===== src/pmks_pkg.sv =====
// Types, codes and constants of the preemptive min-key scheduler.
// Depends on nothing; every file of the block but the channel interface and the macros header imports it.
`default_nettype none

package pmks_pkg;

   localparam int SLOTS_DEF   = 16;
   localparam int QUEUE_DEPTH = 2;
   localparam int QPTR_W      = $clog2(QUEUE_DEPTH);
   localparam int QCNT_W      = $clog2(QUEUE_DEPTH + 1);
   localparam int CSR_IDX_W   = 1;
   localparam int CSR_DATA_W  = 5;

   // Command codes of the request channel.
   localparam logic [1:0] CMD_LOAD    = 2'd0;
   localparam logic [1:0] CMD_TICK    = 2'd1;
   localparam logic [1:0] CMD_RESTART = 2'd2;

   // Configuration register indexes.
   localparam logic [CSR_IDX_W-1:0] REG_SELECT_MODE = 1'b0;
   localparam logic [CSR_IDX_W-1:0] REG_JOB_COUNT   = 1'b1;

   typedef struct packed {
      logic [1:0]  cmd;
      logic [3:0]  slot;
      logic [7:0]  job_id;
      logic [15:0] arrival;
      logic [15:0] burst;
      logic [7:0]  priority_req;
   } req_payload_type;

   typedef struct packed {
      logic [15:0] now_time;
      logic        running_valid;
      logic [3:0]  running_slot;
      logic [7:0]  running_id;
      logic        finished;
      logic [15:0] completion_time;
      logic [15:0] turnaround;
      logic [15:0] waiting;
   } rsp_payload_type;

   typedef struct packed {
      logic [CSR_IDX_W-1:0]  reg_index;
      logic [CSR_DATA_W-1:0] reg_data;
   } csr_payload_type;

   typedef struct packed {
      logic       select_mode;
      logic [4:0] job_count;
   } cfg_type;

   // One classified command as it waits in the queue.
   typedef struct packed {
      logic [1:0]  cmd;
      logic [3:0]  slot;
      logic [7:0]  job_id;
      logic [15:0] arrival;
      logic [15:0] burst;
      logic [7:0]  prio_value;
   } job_cmd_type;

   // One job slot as held in the slot memory.
   typedef struct packed {
      logic [7:0]  job_id;
      logic [15:0] arrival;
      logic [15:0] remaining;
      logic [15:0] burst;
      logic [7:0]  prio_value;
   } slot_entry_type;

endpackage

`default_nettype wire


===== src/pmks_chan_if.sv =====
// Valid/ready channel carrying one payload of a chosen type.
// Uses no package; the payload type is given where the channel is declared.
`default_nettype none

interface pmks_chan_if #(parameter type payload_type = logic);

   logic        valid;
   logic        ready;
   payload_type payload;

   modport source (output valid, output payload, input ready);
   modport sink (input valid, input payload, output ready);

endinterface

`default_nettype wire


===== src/pmks_front.sv =====
// Front end: takes request transactions, drops those that change nothing
// and hands the rest to the command queue. Uses pmks_pkg and pmks_chan_if.
`default_nettype none

module pmks_front #(
   parameter int SLOTS = pmks_pkg::SLOTS_DEF
) (
   pmks_chan_if.sink          req_ch,
   input  logic               q_full,
   output logic               q_push,
   output pmks_pkg::job_cmd_type q_data
);
   import pmks_pkg::*;

   logic slot_ok;
   logic keep;

   // A load into a slot beyond the configured storage is discarded.
   assign slot_ok = int'(req_ch.payload.slot) < SLOTS;

   always_comb begin
      keep = 1'b0;
      case (req_ch.payload.cmd)
         CMD_LOAD:    keep = slot_ok;
         CMD_TICK:    keep = 1'b1;
         CMD_RESTART: keep = 1'b1;
         default:     keep = 1'b0;
      endcase
   end

   assign req_ch.ready = !q_full;
   assign q_push       = req_ch.valid && !q_full && keep;

   assign q_data.cmd        = req_ch.payload.cmd;
   assign q_data.slot       = req_ch.payload.slot;
   assign q_data.job_id     = req_ch.payload.job_id;
   assign q_data.arrival    = req_ch.payload.arrival;
   assign q_data.burst      = req_ch.payload.burst;
   assign q_data.prio_value = req_ch.payload.priority_req;

endmodule

`default_nettype wire


===== src/pmks_fifo.sv =====
// Short command queue between the front end and the back end.
// Uses pmks_pkg for the entry type and the queue depth.
`default_nettype none

module pmks_fifo (
   input  logic                  clock,
   input  logic                  reset,
   input  logic                  push,
   input  pmks_pkg::job_cmd_type push_data,
   output logic                  full,
   input  logic                  pop,
   output logic                  pop_valid,
   output pmks_pkg::job_cmd_type pop_data
);
   import pmks_pkg::*;

   job_cmd_type         entry_ff [QUEUE_DEPTH];
   logic [QPTR_W-1:0]   wr_ptr_ff, wr_ptr_in;
   logic [QPTR_W-1:0]   rd_ptr_ff, rd_ptr_in;
   logic [QCNT_W-1:0]   count_ff, count_in;
   logic                do_push, do_pop;

   assign full      = count_ff == QCNT_W'(QUEUE_DEPTH);
   assign pop_valid = count_ff != '0;
   assign pop_data  = entry_ff[rd_ptr_ff];

   assign do_push = push && !full;
   assign do_pop  = pop && pop_valid;

   // The depth is a power of two, so the pointers wrap by themselves.
   always_comb begin
      wr_ptr_in = do_push ? wr_ptr_ff + QPTR_W'(1) : wr_ptr_ff;
      rd_ptr_in = do_pop ? rd_ptr_ff + QPTR_W'(1) : rd_ptr_ff;
      count_in  = count_ff;
      if (do_push && !do_pop) begin
         count_in = count_ff + QCNT_W'(1);
      end else if (do_pop && !do_push) begin
         count_in = count_ff - QCNT_W'(1);
      end
   end

   always_ff @(posedge clock) begin
      if (reset) begin
         wr_ptr_ff <= '0;
         rd_ptr_ff <= '0;
         count_ff  <= '0;
      end else begin
         wr_ptr_ff <= wr_ptr_in;
         rd_ptr_ff <= rd_ptr_in;
         count_ff  <= count_in;
      end
   end

   always_ff @(posedge clock) begin
      if (do_push) begin
         entry_ff[wr_ptr_ff] <= push_data;
      end
   end

endmodule

`default_nettype wire


===== src/pmks_back.sv =====
// Back end: slot memory, time counter, one-slot-per-cycle selection scan
// and the result register. Uses pmks_pkg and pmks_chan_if.
`default_nettype none

module pmks_back #(
   parameter int SLOTS = pmks_pkg::SLOTS_DEF
) (
   input  logic                  clock,
   input  logic                  reset,
   input  pmks_pkg::cfg_type     cfg,
   input  logic                  q_valid,
   input  pmks_pkg::job_cmd_type q_data,
   output logic                  q_pop,
   pmks_chan_if.source           rsp_ch
);
   import pmks_pkg::*;

   localparam int IDX_W = $clog2(SLOTS);
   localparam int CNT_W = $clog2(SLOTS + 1);

   localparam logic [1:0] ST_IDLE   = 2'd0;
   localparam logic [1:0] ST_SCAN   = 2'd1;
   localparam logic [1:0] ST_FINISH = 2'd2;
   localparam logic [1:0] ST_REPORT = 2'd3;

   logic [1:0]       state_ff, state_in;
   slot_entry_type   mem [SLOTS];
   slot_entry_type   rd_data_ff;
   slot_entry_type   best_ff, best_in;
   slot_entry_type   wr_data;
   logic [IDX_W-1:0] rd_addr, wr_addr;
   logic [IDX_W-1:0] rd_slot_ff, rd_slot_in;
   logic [IDX_W-1:0] best_slot_ff, best_slot_in;
   logic             wr_en;
   logic             rd_valid_ff, rd_valid_in;
   logic             found_ff, found_in;
   logic [CNT_W-1:0] idx_ff, idx_in;
   logic [CNT_W-1:0] limit;
   logic [15:0]      tick_ff, tick_in;
   logic [15:0]      now_ff, now_in;
   logic [15:0]      ct;
   logic [15:0]      ct_ff, ct_in;
   logic [15:0]      ta_ff, ta_in;
   logic             fin_ff, fin_in;
   logic [15:0]      key_cand, key_best;
   logic             eligible, beats, last_read;
   logic [15:0]      waiting;
   logic             rsp_valid_ff, rsp_valid_in;
   rsp_payload_type  rsp_ff, rsp_in;

   // A job count beyond the storage acts as the full storage.
   assign limit = (int'(cfg.job_count) < SLOTS) ? CNT_W'(cfg.job_count) : CNT_W'(SLOTS);

   assign rd_addr   = idx_ff[IDX_W-1:0];
   assign last_read = rd_valid_ff && (CNT_W'(rd_slot_ff) == limit - CNT_W'(1));

   assign key_cand = cfg.select_mode ? {8'd0, rd_data_ff.prio_value} : rd_data_ff.remaining;
   assign key_best = cfg.select_mode ? {8'd0, best_ff.prio_value} : best_ff.remaining;
   assign eligible = (rd_data_ff.remaining != 16'd0) && (rd_data_ff.arrival <= tick_ff);
   // Slots are read in ascending order, so a full tie keeps the earlier slot.
   assign beats    = !found_ff || (key_cand < key_best) ||
                     ((key_cand == key_best) && (rd_data_ff.arrival < best_ff.arrival));

   assign ct      = (tick_ff == 16'hFFFF) ? tick_ff : tick_ff + 16'd1;
   assign waiting = (ta_ff >= best_ff.burst) ? ta_ff - best_ff.burst : 16'd0;

   always_comb begin
      state_in     = state_ff;
      best_in      = best_ff;
      best_slot_in = best_slot_ff;
      found_in     = found_ff;
      idx_in       = idx_ff;
      rd_valid_in  = 1'b0;
      rd_slot_in   = rd_slot_ff;
      tick_in      = tick_ff;
      now_in       = now_ff;
      ct_in        = ct_ff;
      ta_in        = ta_ff;
      fin_in       = fin_ff;
      q_pop        = 1'b0;
      wr_en        = 1'b0;
      wr_addr      = best_slot_ff;
      wr_data      = best_ff;
      wr_data.remaining = best_ff.remaining - 16'd1;
      rsp_valid_in = rsp_valid_ff && !rsp_ch.ready;
      rsp_in       = rsp_ff;

      case (state_ff)
         ST_IDLE: begin
            if (q_valid) begin
               q_pop = 1'b1;
               case (q_data.cmd)
                  CMD_LOAD: begin
                     wr_en              = 1'b1;
                     wr_addr            = IDX_W'(q_data.slot);
                     wr_data.job_id     = q_data.job_id;
                     wr_data.arrival    = q_data.arrival;
                     wr_data.remaining  = q_data.burst;
                     wr_data.burst      = q_data.burst;
                     wr_data.prio_value = q_data.prio_value;
                  end
                  CMD_RESTART: begin
                     tick_in = 16'd0;
                  end
                  CMD_TICK: begin
                     found_in = 1'b0;
                     idx_in   = '0;
                     state_in = (limit == '0) ? ST_FINISH : ST_SCAN;
                  end
                  default: begin
                  end
               endcase
            end
         end
         ST_SCAN: begin
            if (idx_ff < limit) begin
               rd_valid_in = 1'b1;
               rd_slot_in  = rd_addr;
               idx_in      = idx_ff + CNT_W'(1);
            end
            if (rd_valid_ff && eligible && beats) begin
               best_in      = rd_data_ff;
               best_slot_in = rd_slot_ff;
               found_in     = 1'b1;
            end
            if (last_read) begin
               state_in = ST_FINISH;
            end
         end
         ST_FINISH: begin
            now_in  = tick_ff;
            ct_in   = ct;
            fin_in  = found_ff && (best_ff.remaining == 16'd1);
            ta_in   = (ct >= best_ff.arrival) ? ct - best_ff.arrival : 16'd0;
            wr_en   = found_ff;
            tick_in = ct;
            state_in = ST_REPORT;
         end
         ST_REPORT: begin
            if (!rsp_valid_ff || rsp_ch.ready) begin
               rsp_valid_in           = 1'b1;
               rsp_in.now_time        = now_ff;
               rsp_in.running_valid   = found_ff;
               rsp_in.running_slot    = found_ff ? 4'(best_slot_ff) : 4'd0;
               rsp_in.running_id      = found_ff ? best_ff.job_id : 8'd0;
               rsp_in.finished        = fin_ff;
               rsp_in.completion_time = fin_ff ? ct_ff : 16'd0;
               rsp_in.turnaround      = fin_ff ? ta_ff : 16'd0;
               rsp_in.waiting         = fin_ff ? waiting : 16'd0;
               state_in               = ST_IDLE;
            end
         end
         default: begin
            state_in = ST_IDLE;
         end
      endcase
   end

   always_ff @(posedge clock) begin
      if (reset) begin
         state_ff     <= ST_IDLE;
         rd_valid_ff  <= 1'b0;
         found_ff     <= 1'b0;
         idx_ff       <= '0;
         tick_ff      <= 16'd0;
         rsp_valid_ff <= 1'b0;
      end else begin
         state_ff     <= state_in;
         rd_valid_ff  <= rd_valid_in;
         found_ff     <= found_in;
         idx_ff       <= idx_in;
         tick_ff      <= tick_in;
         rsp_valid_ff <= rsp_valid_in;
      end
   end

   always_ff @(posedge clock) begin
      best_ff      <= best_in;
      best_slot_ff <= best_slot_in;
      rd_slot_ff   <= rd_slot_in;
      now_ff       <= now_in;
      ct_ff        <= ct_in;
      ta_ff        <= ta_in;
      fin_ff       <= fin_in;
      rsp_ff       <= rsp_in;
   end

   // Slot memory: one write port, one registered read port.
   always_ff @(posedge clock) begin
      if (wr_en) begin
         mem[wr_addr] <= wr_data;
      end
      rd_data_ff <= mem[rd_addr];
   end

   assign rsp_ch.valid   = rsp_valid_ff;
   assign rsp_ch.payload = rsp_ff;

endmodule

`default_nettype wire


===== src/preemptive_min_key_scheduler.sv =====
// A tick transaction's result is presented once the back end has scanned the first limit
// slots, limit being the job count capped at SLOTS, and registered the outcome, if the back end is free.
// Load and restart transactions give no result and occupy the back end for one cycle;
// unknown commands are dropped by the front end.
// The back end takes no new command until a tick's scan is through, and the scan reads one
// slot per cycle. Reset clears the configuration, time, queue and result register only.
`default_nettype none

module preemptive_min_key_scheduler #(
   parameter int SLOTS = pmks_pkg::SLOTS_DEF
) (
   input logic         clock,
   input logic         reset,
   pmks_chan_if.sink   req_ch,
   pmks_chan_if.source rsp_ch,
   pmks_chan_if.sink   csr_ch
);
   import pmks_pkg::*;

   // Configuration registers. The user is to write them only while the block is idle;
   // the block does not enforce this. Writes are always accepted and take effect at once.
   logic       select_mode_ff;
   logic [4:0] job_count_ff;
   cfg_type    cfg;

   // Queue between the front end and the back end.
   logic        q_push;
   logic        q_full;
   logic        q_pop;
   logic        q_valid;
   job_cmd_type q_push_data;
   job_cmd_type q_pop_data;

   assign csr_ch.ready = 1'b1;

   always_ff @(posedge clock) begin
      if (reset) begin
         select_mode_ff <= 1'b0;
         job_count_ff   <= 5'd0;
      end else if (csr_ch.valid) begin
         case (csr_ch.payload.reg_index)
            REG_SELECT_MODE: select_mode_ff <= csr_ch.payload.reg_data[0];
            REG_JOB_COUNT:   job_count_ff   <= csr_ch.payload.reg_data;
            default: begin
            end
         endcase
      end
   end

   assign cfg.select_mode = select_mode_ff;
   assign cfg.job_count   = job_count_ff;

   // The front end classifies each request transaction and queues the ones
   // that change state. It keeps taking transactions while the back end is
   // still scanning, until the queue fills.
   pmks_front #(
      .SLOTS (SLOTS)
   ) u_front (
      .req_ch (req_ch),
      .q_full (q_full),
      .q_push (q_push),
      .q_data (q_push_data)
   );

   pmks_fifo u_fifo (
      .clock     (clock),
      .reset     (reset),
      .push      (q_push),
      .push_data (q_push_data),
      .full      (q_full),
      .pop       (q_pop),
      .pop_valid (q_valid),
      .pop_data  (q_pop_data)
   );

   // The back end runs one command at a time: a load writes one slot, a
   // restart clears time, and a tick reads the active slots one per cycle,
   // keeps the best candidate, charges it one tick and reports the outcome
   // through a result register that the next command may overlap.
   pmks_back #(
      .SLOTS (SLOTS)
   ) u_back (
      .clock   (clock),
      .reset   (reset),
      .cfg     (cfg),
      .q_valid (q_valid),
      .q_data  (q_pop_data),
      .q_pop   (q_pop),
      .rsp_ch  (rsp_ch)
   );

endmodule

`default_nettype wire


===== src/flat_wrapper.sv =====
// flat-port wrapper written by rule: the top's interface ports become plain ports
module preemptive_min_key_scheduler_flat import pmks_pkg::*;
#(
   parameter int SLOTS = pmks_pkg::SLOTS_DEF
)
  (clock, reset, req_ch_valid, req_ch_payload, req_ch_ready, rsp_ch_valid, rsp_ch_payload, rsp_ch_ready, csr_ch_valid, csr_ch_payload, csr_ch_ready);
  pmks_chan_if #(.payload_type(req_payload_type)) req_ch_i ();
  pmks_chan_if #(.payload_type(rsp_payload_type)) rsp_ch_i ();
  pmks_chan_if #(.payload_type(csr_payload_type)) csr_ch_i ();
  input logic clock;
  input logic reset;
  input wire logic [$bits(req_ch_i.valid)-1:0] req_ch_valid;
  input wire logic [$bits(req_ch_i.payload)-1:0] req_ch_payload;
  output wire logic [$bits(req_ch_i.ready)-1:0] req_ch_ready;
  output wire logic [$bits(rsp_ch_i.valid)-1:0] rsp_ch_valid;
  output wire logic [$bits(rsp_ch_i.payload)-1:0] rsp_ch_payload;
  input wire logic [$bits(rsp_ch_i.ready)-1:0] rsp_ch_ready;
  input wire logic [$bits(csr_ch_i.valid)-1:0] csr_ch_valid;
  input wire logic [$bits(csr_ch_i.payload)-1:0] csr_ch_payload;
  output wire logic [$bits(csr_ch_i.ready)-1:0] csr_ch_ready;
  assign req_ch_i.valid = req_ch_valid;
  assign req_ch_i.payload = req_ch_payload;
  assign req_ch_ready = req_ch_i.ready;
  assign rsp_ch_valid = rsp_ch_i.valid;
  assign rsp_ch_payload = rsp_ch_i.payload;
  assign rsp_ch_i.ready = rsp_ch_ready;
  assign csr_ch_i.valid = csr_ch_valid;
  assign csr_ch_i.payload = csr_ch_payload;
  assign csr_ch_ready = csr_ch_i.ready;
  preemptive_min_key_scheduler #(.SLOTS(SLOTS)) u_core (.clock(clock), .reset(reset), .req_ch(req_ch_i), .rsp_ch(rsp_ch_i), .csr_ch(csr_ch_i));
endmodule

===== config.mk =====
export PLATFORM = sky130hd
export DESIGN_NAME = preemptive_min_key_scheduler_flat
export DESIGN_NICKNAME = d
export VERILOG_FILES = /design/src/pmks_pkg.sv /design/src/pmks_chan_if.sv /design/src/pmks_front.sv /design/src/pmks_fifo.sv /design/src/pmks_back.sv /design/src/preemptive_min_key_scheduler.sv /design/src/flat_wrapper.sv
export SDC_FILE = /design/constraint.sdc
export NUM_CORES = 1
export LEC_CHECK = 0
export BUFFER_PORTS_ARGS = -buffer_cell sky130_fd_sc_hd__buf_2
export CORE_ASPECT_RATIO = 2
export CORE_MARGIN = 8
export CORE_UTILIZATION = 45
export DETAILED_ROUTE_END_ITERATION = 10
export GPL_TIMING_DRIVEN = 0
export SYNTH_ARGS = -nofsm -noshare
export SYNTH_HDL_FRONTEND = slang
export SYNTH_SLANG_ARGS = --single-unit

===== constraint.sdc =====
create_clock -name clock -period 7.7 [get_ports clock]
set_input_delay 0.385 -clock clock [delete_from_list [all_inputs] [get_ports clock]]
set_output_delay 0.385 -clock clock [all_outputs]
set_load 0.01 [all_outputs]

Word-level counts from Yosys, hierarchy flattened:

Memories as Yosys holds them, arrays and structs flattened. A register that Yosys moved wholly into a read port is not among the register bits.
Cells that the tools add are included.

* register bits: 235
* bits in writable memories: 1132
* input bits: 65
* output and inout port bits: 81
* logic and storage cells: 157
* memories: 2

Memories
* u_core.u_back.mem: depth 16, width 64, read ports 1, clocked after memory_dff 1, write ports 1, line pmks_back.sv:27 `slot_entry_type mem [SLOTS];`
* u_core.u_fifo.entry_ff: depth 2, width 54, read ports 1, clocked after memory_dff 1, write ports 1, line pmks_fifo.sv:17 `job_cmd_type entry_ff [QUEUE_DEPTH];`

* add/subtract/negate cells: 10
* magnitude comparators: 7
* equal/unequal tests: 19
* mux-type cells: 44
* bitwise operators: 2
* reduce and logical (&&, ||, !) cells: 43

Operators by type and width (number)
* two-way mux 64 bit: 3
* two-way mux 16 bit: 5
* greater-or-equal comparator 16 bit: 2
* less-than comparator 16 bit: 2
* case mux 16 bit (2 select lines): 1
* subtractor 16 bit: 2
* two-way mux 5 bit: 4
* two-way mux 1 bit: 17
* adder 16 x 1 -> 16 bit, second input constant: 1
* == test 16 x 1 -> 1 bit, second input constant: 1
* == test 16 bit: 1
* == test 16 bit, second input constant: 1
* <= comparator 16 bit: 1
* nonzero test 16 bit: 1
* subtractor 16 x 1 -> 16 bit, second input constant: 1
* two-way mux 2 bit: 7
* logical AND 1 bit: 13
* two-way mux 4 bit: 3
* AND reduction 2 bit: 6
* AND reduction 4 bit: 3
* == test 2 bit, second input constant: 5
* case mux 5 bit (2 select lines): 1
* != test 2 bit, second input constant: 4
* case mux 2 bit (4 select lines): 1
* 20 further kinds: 39

Depth between registers and ports, before layout:

Gate-level depths: netlist of run 1.

* word-level depth: 9
* mapped depth: 17
* mapped depth without buffers: 14

By module:

Synthesis of run 1 repeated with hierarchy kept, for this count alone.

* cells, all modules: 2905
* area total of the unflattened synthesis: 56523.0 sq um

Modules (own cells, without submodules)
* pmks_back: times used 1, cells each 2626, area each 51717.1 sq um, seq. area each 38527.0 sq um
* pmks_fifo: times used 1, cells each 193, area each 4101.4 sq um, seq. area each 3343.2 sq um
* pmks_front: times used 1, cells each 57, area each 419.2 sq um, seq. area each 0.0 sq um
* preemptive_min_key_scheduler: times used 1, cells each 29, area each 285.3 sq um, seq. area each 120.1 sq um

Worst setup path before layout of run 1:

Ideal clock, no wire load.

* path kind: flip-flop to flip-flop
* start point: register u_core.u_back.state_ff[0]
* end point: memory u_core.u_back.mem[14][0] in the netlist's numbering (enable)
* library setup time: 486 ps
* data arrival time: 5290 ps
* data required time: 7214 ps
* setup slack: 1924 ps
* stages on the path, launching flop included: 9
* path buffers: 1
* cells stage by stage: dfxtp_1 > inv_1 > ha_1 > clkbuf_1 > nand2_1 > nor3_1 > a21oi_1 > or2_2 > nor2_1

* longest elaborated chain between the ends: 4
* elaborated cells between the ends (all ways): 6

RTL lines
* start: declaration: line pmks_back.sv:26 `logic [1:0] state_ff, state_in;`
* start signal: assignment: line pmks_back.sv:168 `state_ff <= state_in;`
* == test 2 bit or logical NOT 2 bit (tied branches): line pmks_back.sv:88 `case (state_ff)`
* case mux 1 bit (2 select lines): line pmks_back.sv:88
* two-way mux 1 bit: line pmks_back.sv:190 `if (wr_en) begin`
* two-way mux 1 bit (implied by the code): line pmks_back.sv:191 `mem[wr_addr] <= wr_data;`
* end: declaration: line pmks_back.sv:27

Parallel ways exist; a longest one is shown, timed or not.

==> results.ini, run 1 <==
[clocking]
h-tree-depth = 3
cts_tree = built
cts_resized = 0
cts_setup_buffers = 0
cts_num_sinks = 1432
insertion_delay_ns = 0.76
clk_pin_slew_ns = 0.07
cts_max_path_buffers = 3
cts_buffers = 121
cts_hold_buf = 64
ctsRootBufferMaster = clkbuf_16

[place]
placedCellCount = 4683
portBuffers = 144
post-place-ws_ns = 2.71
routabilityCongestion = 0.859
dpl.hpwl_um = 92300

[layout]
register_area_mm2 = 0.0420
nets = 3368
stdcell_count = 4983
fin_util_pct = 52.6
drive_gt1_share_pct = 24.8
area_growth_pct = 16.3
fillers = 9605
multiInputGateArea_mm2 = 0.0134

[route]
firstDrtPassIters = 5
drc = 0
vias_per_cell = 5.70
vias = 28428
drt_iter0_drc = 2881
wl_um = 141000
wl_per_cell_um = 28.2
drtAntennaViolNets = 0

[logic_synthesis]
yosysWarnings = 0
avgSynthCellArea_um2 = 19.9
ys_top_cells_by_area = edfxtp_1 71%, mux4_2 13%, dfxtp_1 3.6%, ha_1 2.1%, mux2i_1 1.0%
yosys_register_bits = 1432
yosysMostFrequentCell = edfxtp_1
yosysTopAreaCell = edfxtp_1
synth_top_area_share_pct = 71.3
yosys-top-cells-count = 1331 x edfxtp_1, 320 x mux4_2, 107 x nor2_1, 101 x dfxtp_1, 93 x ha_1
synth.distinct_cells = 76
ys.flop_type = edfxtp_1
syn_area_mm2 = 0.0560
syn-instance-count = 2811
async_flop_share_pct = 0
yosysSeqAreaShare_pct = 75.0
synth_edf_count = 1331
synthesis.nets = 2971

[critical_path]
cp-startpoint = u_core.u_back.state_ff[1]
cp.arrival_ns = 5.40
crit_path_start_kind = flop
endpoint = u_core.u_back.mem[1][19]
crit_slowest_cell = a21oi_1
endpoint_kind = flop
crit_required_ns = 8.04
rr_worst_depth = 9
r2r_setup_slack_ns = 2.64
crit_type = flop to flop
cp_max_fo = 16
cp_cell_sequence = inv_1 -> ha_1 -> o21ai_1 -> nor2b_1 -> nand2_1 -> clkbuf_1 -> buf_1 -> a211oi_1 -> a21oi_1
slowest_delay_ns = 1.13
r2r-start = u_core.u_back.state_ff[1]
r2r_end = u_core.u_back.mem[1][19]

[timing]
worst_pin_slew_ns = 1.36
fin_worst_skew_ns = 0.0370
rsz0062_at_grt = false
finalCritPeriodShare_pct = 65.7
drv_slew = 0
setup_viol = 0
slew_headroom_pct = 9.57
hold_violations = 0
setup_slack_ns = 2.64
final_period_minus_worst_setup_slack_ns = 5.06
fmax_ghz = 0.198

[floorplan]
dieArea_mm2 = 0.137
io_pins = 146
initial_utilization_pct = 45.2
design.core.area_mm2 = 0.124
fp.dieW_um = 265
die_y_um = 515
rows = 183

[pwr]
power.share.clock_pct = 35.3
combinationalPowerShare_pct = 13.4
sw_frac_of_total_pct = 24.6
p_leak_nw = 21.0
p_seq_share_pct = 51.3
p_int_mw = 13.7
cellPowerDensity_mw_per_mm2 = 278
p_switching_mw = 4.45
ir_worst_vdd_mv = 0.209

[global_routing]
grt_pass1_wl_um = 202000
grt_max_degree = 55
grt-ovfl-total = 0
antenna_found_initial = 3
grt_use_total_pct = 20.5
grt_pass1_vias = 29115

[worst_hold_path]
min_path_type = input pin to flop

[run]
cap_violations = 0

[run_status]
status = finished clean

-- through the flow --
step / cell area, um2 / TNS, ns / power [mW] / hold WS (ns)
CTS: 65100 / 0 / 18.2 / 0.0161
global route: 65200 / 0 / 18.7 / 0.0540
detailed placement: 60300 / 0 / 11.9 / 0.389
floorplan: 56000 / 0 / 10.9 / 0.386
finish: 65200 / 0 / 18.1 / 0.0841
global placement: 58800 / -3192.21 / 11.8 / 0.387
-- state kept, by name, summed over array words and instances, names as in the netlist, 5 cells and up, named ones only --
name,cells
u_core.job_count_ff,5
u_core.u_back.idx_ff,5
u_core.u_fifo.entry_ff,108
u_core.u_back.tick_ff,16
u_core.u_back.ct_ff,16
u_core.u_back.best_ff,64
u_core.u_back.rd_data_ff,64
u_core.u_back.now_ff,16
u_core.u_back.ta_ff,16
u_core.u_back.mem,1024
u_core.u_back.rsp_ch.payload,78
-- layout make-up --
type,count,area share [%]
Antenna cell,2,0.00768
Buffer,118,0.855
Clock buffer,155,5.06
Clock inverter,76,1.33
Inverter,66,0.380
Multi-Input combinational cell,1195,20.5
Sequential cell,1432,64.4
Tap cell,1665,3.20
Timing Repair Buffer,274,4.19
-- worst max-delay path, delay by kind of cell, from the launching register on --
family,cells,cell delay (ns)
flip-flops,1,0.40
adder cells (fa/ha/maj),1,0.29
buffers and inverters,3,1.69
AND/OR/NAND/NOR,2,0.46
AO/OA/AOI/OAI,3,1.75
-- cells by family after synthesis --
logic type      Yosys count  share of synthesized area [%]
flops                  1432                           75.0
buf+inv                 184                           1.44
mux                     385                           14.0
simple gates            409                           3.76
compound gates          251                           2.81
fa+ha+maj                95                           2.15
xor+xnor                 54                          0.844
other cells               1                        0.00669
-- per-layer routing --
metal  vias to the layer above  part of all wire (%)  track usage (%)
li1                      12155                     -                -
met1                     15005                    40             27.1
met2                      1065                    50             34.8
met3                       201                   6.9             3.50
met4                         2                   2.8             6.07
met5                         -                0.0092                0
-- power groups by stage --
stage	logic (mW)	clock network, mW	registers (mW)
finish	2.42	6.40	9.28
global route	2.61	6.76	9.31
CTS	2.44	6.50	9.29
detailed placement	2.40	0	9.46
global placement	2.27	0	9.49
floorplan	1.53	0	9.40
-- cells in the final DEF (no fill, tap or decap), types with 41 or more instances in the layout --
cell type and instances:
edfxtp_1 1331, mux4_2 320, buf_2 176, clkbuf_16 123, dfxtp_1 101, ha_1 92
nor2_1 91, clkbuf_1 88, nand2_1 81, a21oi_1 80, inv_1 66, dlygate4sd3_1 64
mux2i_1 57, and2_1 46, buf_12 41
-- worst min path at each step --
stage / from / to / depth (start not counted)
finish: rsp_ch_ready / u_core.u_back.rsp_ch.valid / 4
global placement: u_core.u_back.rd_data_ff[63] / u_core.u_back.best_ff[63] / 0
floorplan: u_core.u_back.rd_data_ff[10] / u_core.u_back.best_ff[10] / 0
CTS: rsp_ch_ready / u_core.u_back.rsp_ch.valid / 4
detailed placement: u_core.u_back.rd_data_ff[60] / u_core.u_back.best_ff[60] / 0
global route: rsp_ch_ready / u_core.u_back.rsp_ch.valid / 4
(Power assumes the default switching activity.)
==> run 2: changes to the inputs <==
==> constraint.sdc (replaced) <==
create_clock -name clock -period 4.3 [get_ports clock]
set_input_delay 0.215 -clock clock [delete_from_list [all_inputs] [get_ports clock]]
set_output_delay 0.215 -clock clock [all_outputs]
set_load 0.01 [all_outputs]
==> run 2 against run 1 <==
  * Core utilization grew 0.46 points
  * Wire length increased by 2.7%
  * Die area did not move
  * First-iteration DRC count up 12%
  * Cell count is 1.3% higher
  * Hold slack improved by 0.093 ns
  * Total power increased by 80%
  * Count of clock-buffer cells in the layout grew 13
  * Final area rose by 0.88%
  * Highest routed layer unchanged
==> results.ini, run 2 (synthesized netlist as in run 1, its figures left out) <==
[floorplan]
initial_utilization_pct = 45.2
dieArea_mm2 = 0.137
fp.dieW_um = 265
design.core.area_mm2 = 0.124
io_pins = 146
die_y_um = 515
rows = 183

[global_routing]
grt_use_total_pct = 20.9
grt_pass1_vias = 29457
grt_pass1_wl_um = 206000
antenna_found_initial = 4
grt_max_degree = 46
grt-ovfl-total = 0

[timing]
drv_slew = 0
tns_ns = 0
finalCritPeriodShare_pct = 95.9
final_period_minus_worst_setup_slack_ns = 4.13
slew_headroom_pct = 12.7
hold_violations = 0
worst_pin_slew_ns = 1.31
setup_viol = 0
fin_worst_skew_ns = 0.0273
fmax_ghz = 0.242

[critical_path]
endpoint = u_core.u_back.ta_ff[7]
r2r_end = u_core.u_back.ta_ff[7]
endpoint_kind = flop
r2r-start = u_core.u_back.tick_ff[3]
crit_path_start_kind = flop
cp-startpoint = u_core.u_back.tick_ff[3]
rr_worst_depth = 17
crit_required_ns = 4.81
crit_type = flop to flop
cp.arrival_ns = 4.63
cp_max_fo = 7
r2r_setup_slack_ns = 0.17

[clocking]
insertion_delay_ns = 0.76
ctsRootBufferMaster = clkbuf_16
h-tree-depth = 4
cts_num_sinks = 1432
cts_max_path_buffers = 3
cts_tree = built
clk_pin_slew_ns = 0.08
cts_buffers = 130

[route]
drtAntennaViolNets = 0
wl_per_cell_um = 28.6
firstDrtPassIters = 5
vias = 28988
wl_um = 144000
drt_iter0_drc = 3232
drc = 0
vias_per_cell = 5.74

[run_status]
status = finished clean

[layout]
top_register = u_core.u_back.mem
nets = 3433
final_common_cell = edfxtp_1
layout_common_cells = 1331 x edfxtp_1, 320 x mux4_2, 176 x buf_2
drive_gt1_share_pct = 26.7
fillers = 9599
area_growth_pct = 17.3
largest_register_ffs = 1024
fin_util_pct = 53.1

[place]
portBuffers = 144
dpl.hpwl_um = 93900
routabilityCongestion = 0.871

[pwr]
cellPowerDensity_mw_per_mm2 = 496
p_leak_nw = 21.3
ir_worst_vdd_mv = 0.404

[run]
cap_violations = 0

[worst_hold_path]
min_path_type = input pin to flop

-- run 2: changes by cell type in the layout (fill, tap and decap cells not counted), moves of 10 or more --
cell	previous run	this run
a21oi_2	0	13
dfxtp_2	0	10
dfxtp_1	101	90
buf_4	10	52
dlygate4sd3_1	64	74
buf_16	18	6
clkinv_2	28	18
buf_12	41	54
clkinv_1	10	25
a21oi_1	80	67
clkbuf_16	123	135
-- run 2: how the worst min path moves through the flow --
stage / startpoint / end / slack [ns] / cells after the start
after floorplan: req_ch_payload[0] / u_core.u_fifo.entry_ff[0][0] / 0.31 / 0
after global placement: u_core.u_back.rd_data_ff[11] / u_core.u_back.best_ff[11] / 0.39 / 0
after detailed placement: u_core.u_back.rd_data_ff[11] / u_core.u_back.best_ff[11] / 0.39 / 0
after CTS: req_ch_payload[39] / u_core.u_fifo.entry_ff[1][39] / 0.12 / 2
after global routing: req_ch_payload[5] / u_core.u_fifo.entry_ff[0][5] / 0.14 / 2
final: req_ch_payload[39] / u_core.u_fifo.entry_ff[1][39] / 0.18 / 2
-- run 2: final cells by class --
cell class,instances,area [um2],share of cell area [%]
Sequential cell,1432,42000,63.9
Multi-Input combinational cell,1196,13500,20.5
Clock buffer,168,3620,5.51
Timing Repair Buffer,329,3080,4.68
Tap cell,1665,2080,3.17
Clock inverter,70,603,0.918
Buffer,118,583,0.887
Inverter,66,248,0.377
Antenna cell,3,7.51,0.0114
-- run 2: stage by stage --
step | hold WS (ns) | power (mW) | instance area, um2 | std cells | worst slack (ns)
2_1_floorplan | 0.314 | 19.6 | 56100 | 2811 | -0.431
3_3_place_gp | 0.387 | 21.1 | 58900 | 4620 | -4.13
3_5_place_dp | 0.389 | 21.3 | 60200 | 4681 | -0.777
4_1_cts | 0.115 | 32.8 | 65400 | 5008 | -0.0617
5_1_grt | 0.136 | 33.6 | 65700 | 5045 | -0.0252
6_report | 0.177 | 32.6 | 65700 | 5047 | 0.174
-- run 2: per-layer routing --
metal | GRT usage [%] | vias up | wire [um]
met3 | 3.99 | 181 | 10300
li1 | - | 12302 | -
met4 | 4.73 | 2 | 2730
met5 | 0 | - | 13
met1 | 29.2 | 15359 | 61100
met2 | 34.1 | 1144 | 70300
-- run 2: repair_timing --
| item | in CTS | in global routing |
|---|---|---|
| hold endpoints to repair | 123 | 0 |
| pin swaps | 3 | 14 |
| hold buffers | 74 | 0 |
| gates resized for setup | 26 | 29 |
| buffers inserted | 15 | 32 |
| setup endpoints to repair | 637 | 424 |
| cloned | 0 | 2 |
-- run 2: critical path: stages (launching register included) --
cell	delay [ns]
dfxtp_2	0.35
buf_6	0.11
and4_4	0.26
nand4_4	0.08
or4_4	0.45
buf_12	0.16
xnor2_4	0.19
ha_2	0.21
inv_1	0.06
fa_2	0.39
a211o_1	0.27
o211ai_1	0.16
a2bb2oi_2	0.12
o32a_1	0.39
o211ai_1	0.23
and2b_2	0.25
buf_4	0.15
nor2_1	0.05
-- run 2: where the power goes --
part,internal (mW),switching [mW]
clock network,6.42,5.12
registers,16.3,0.260
logic,1.71,2.75
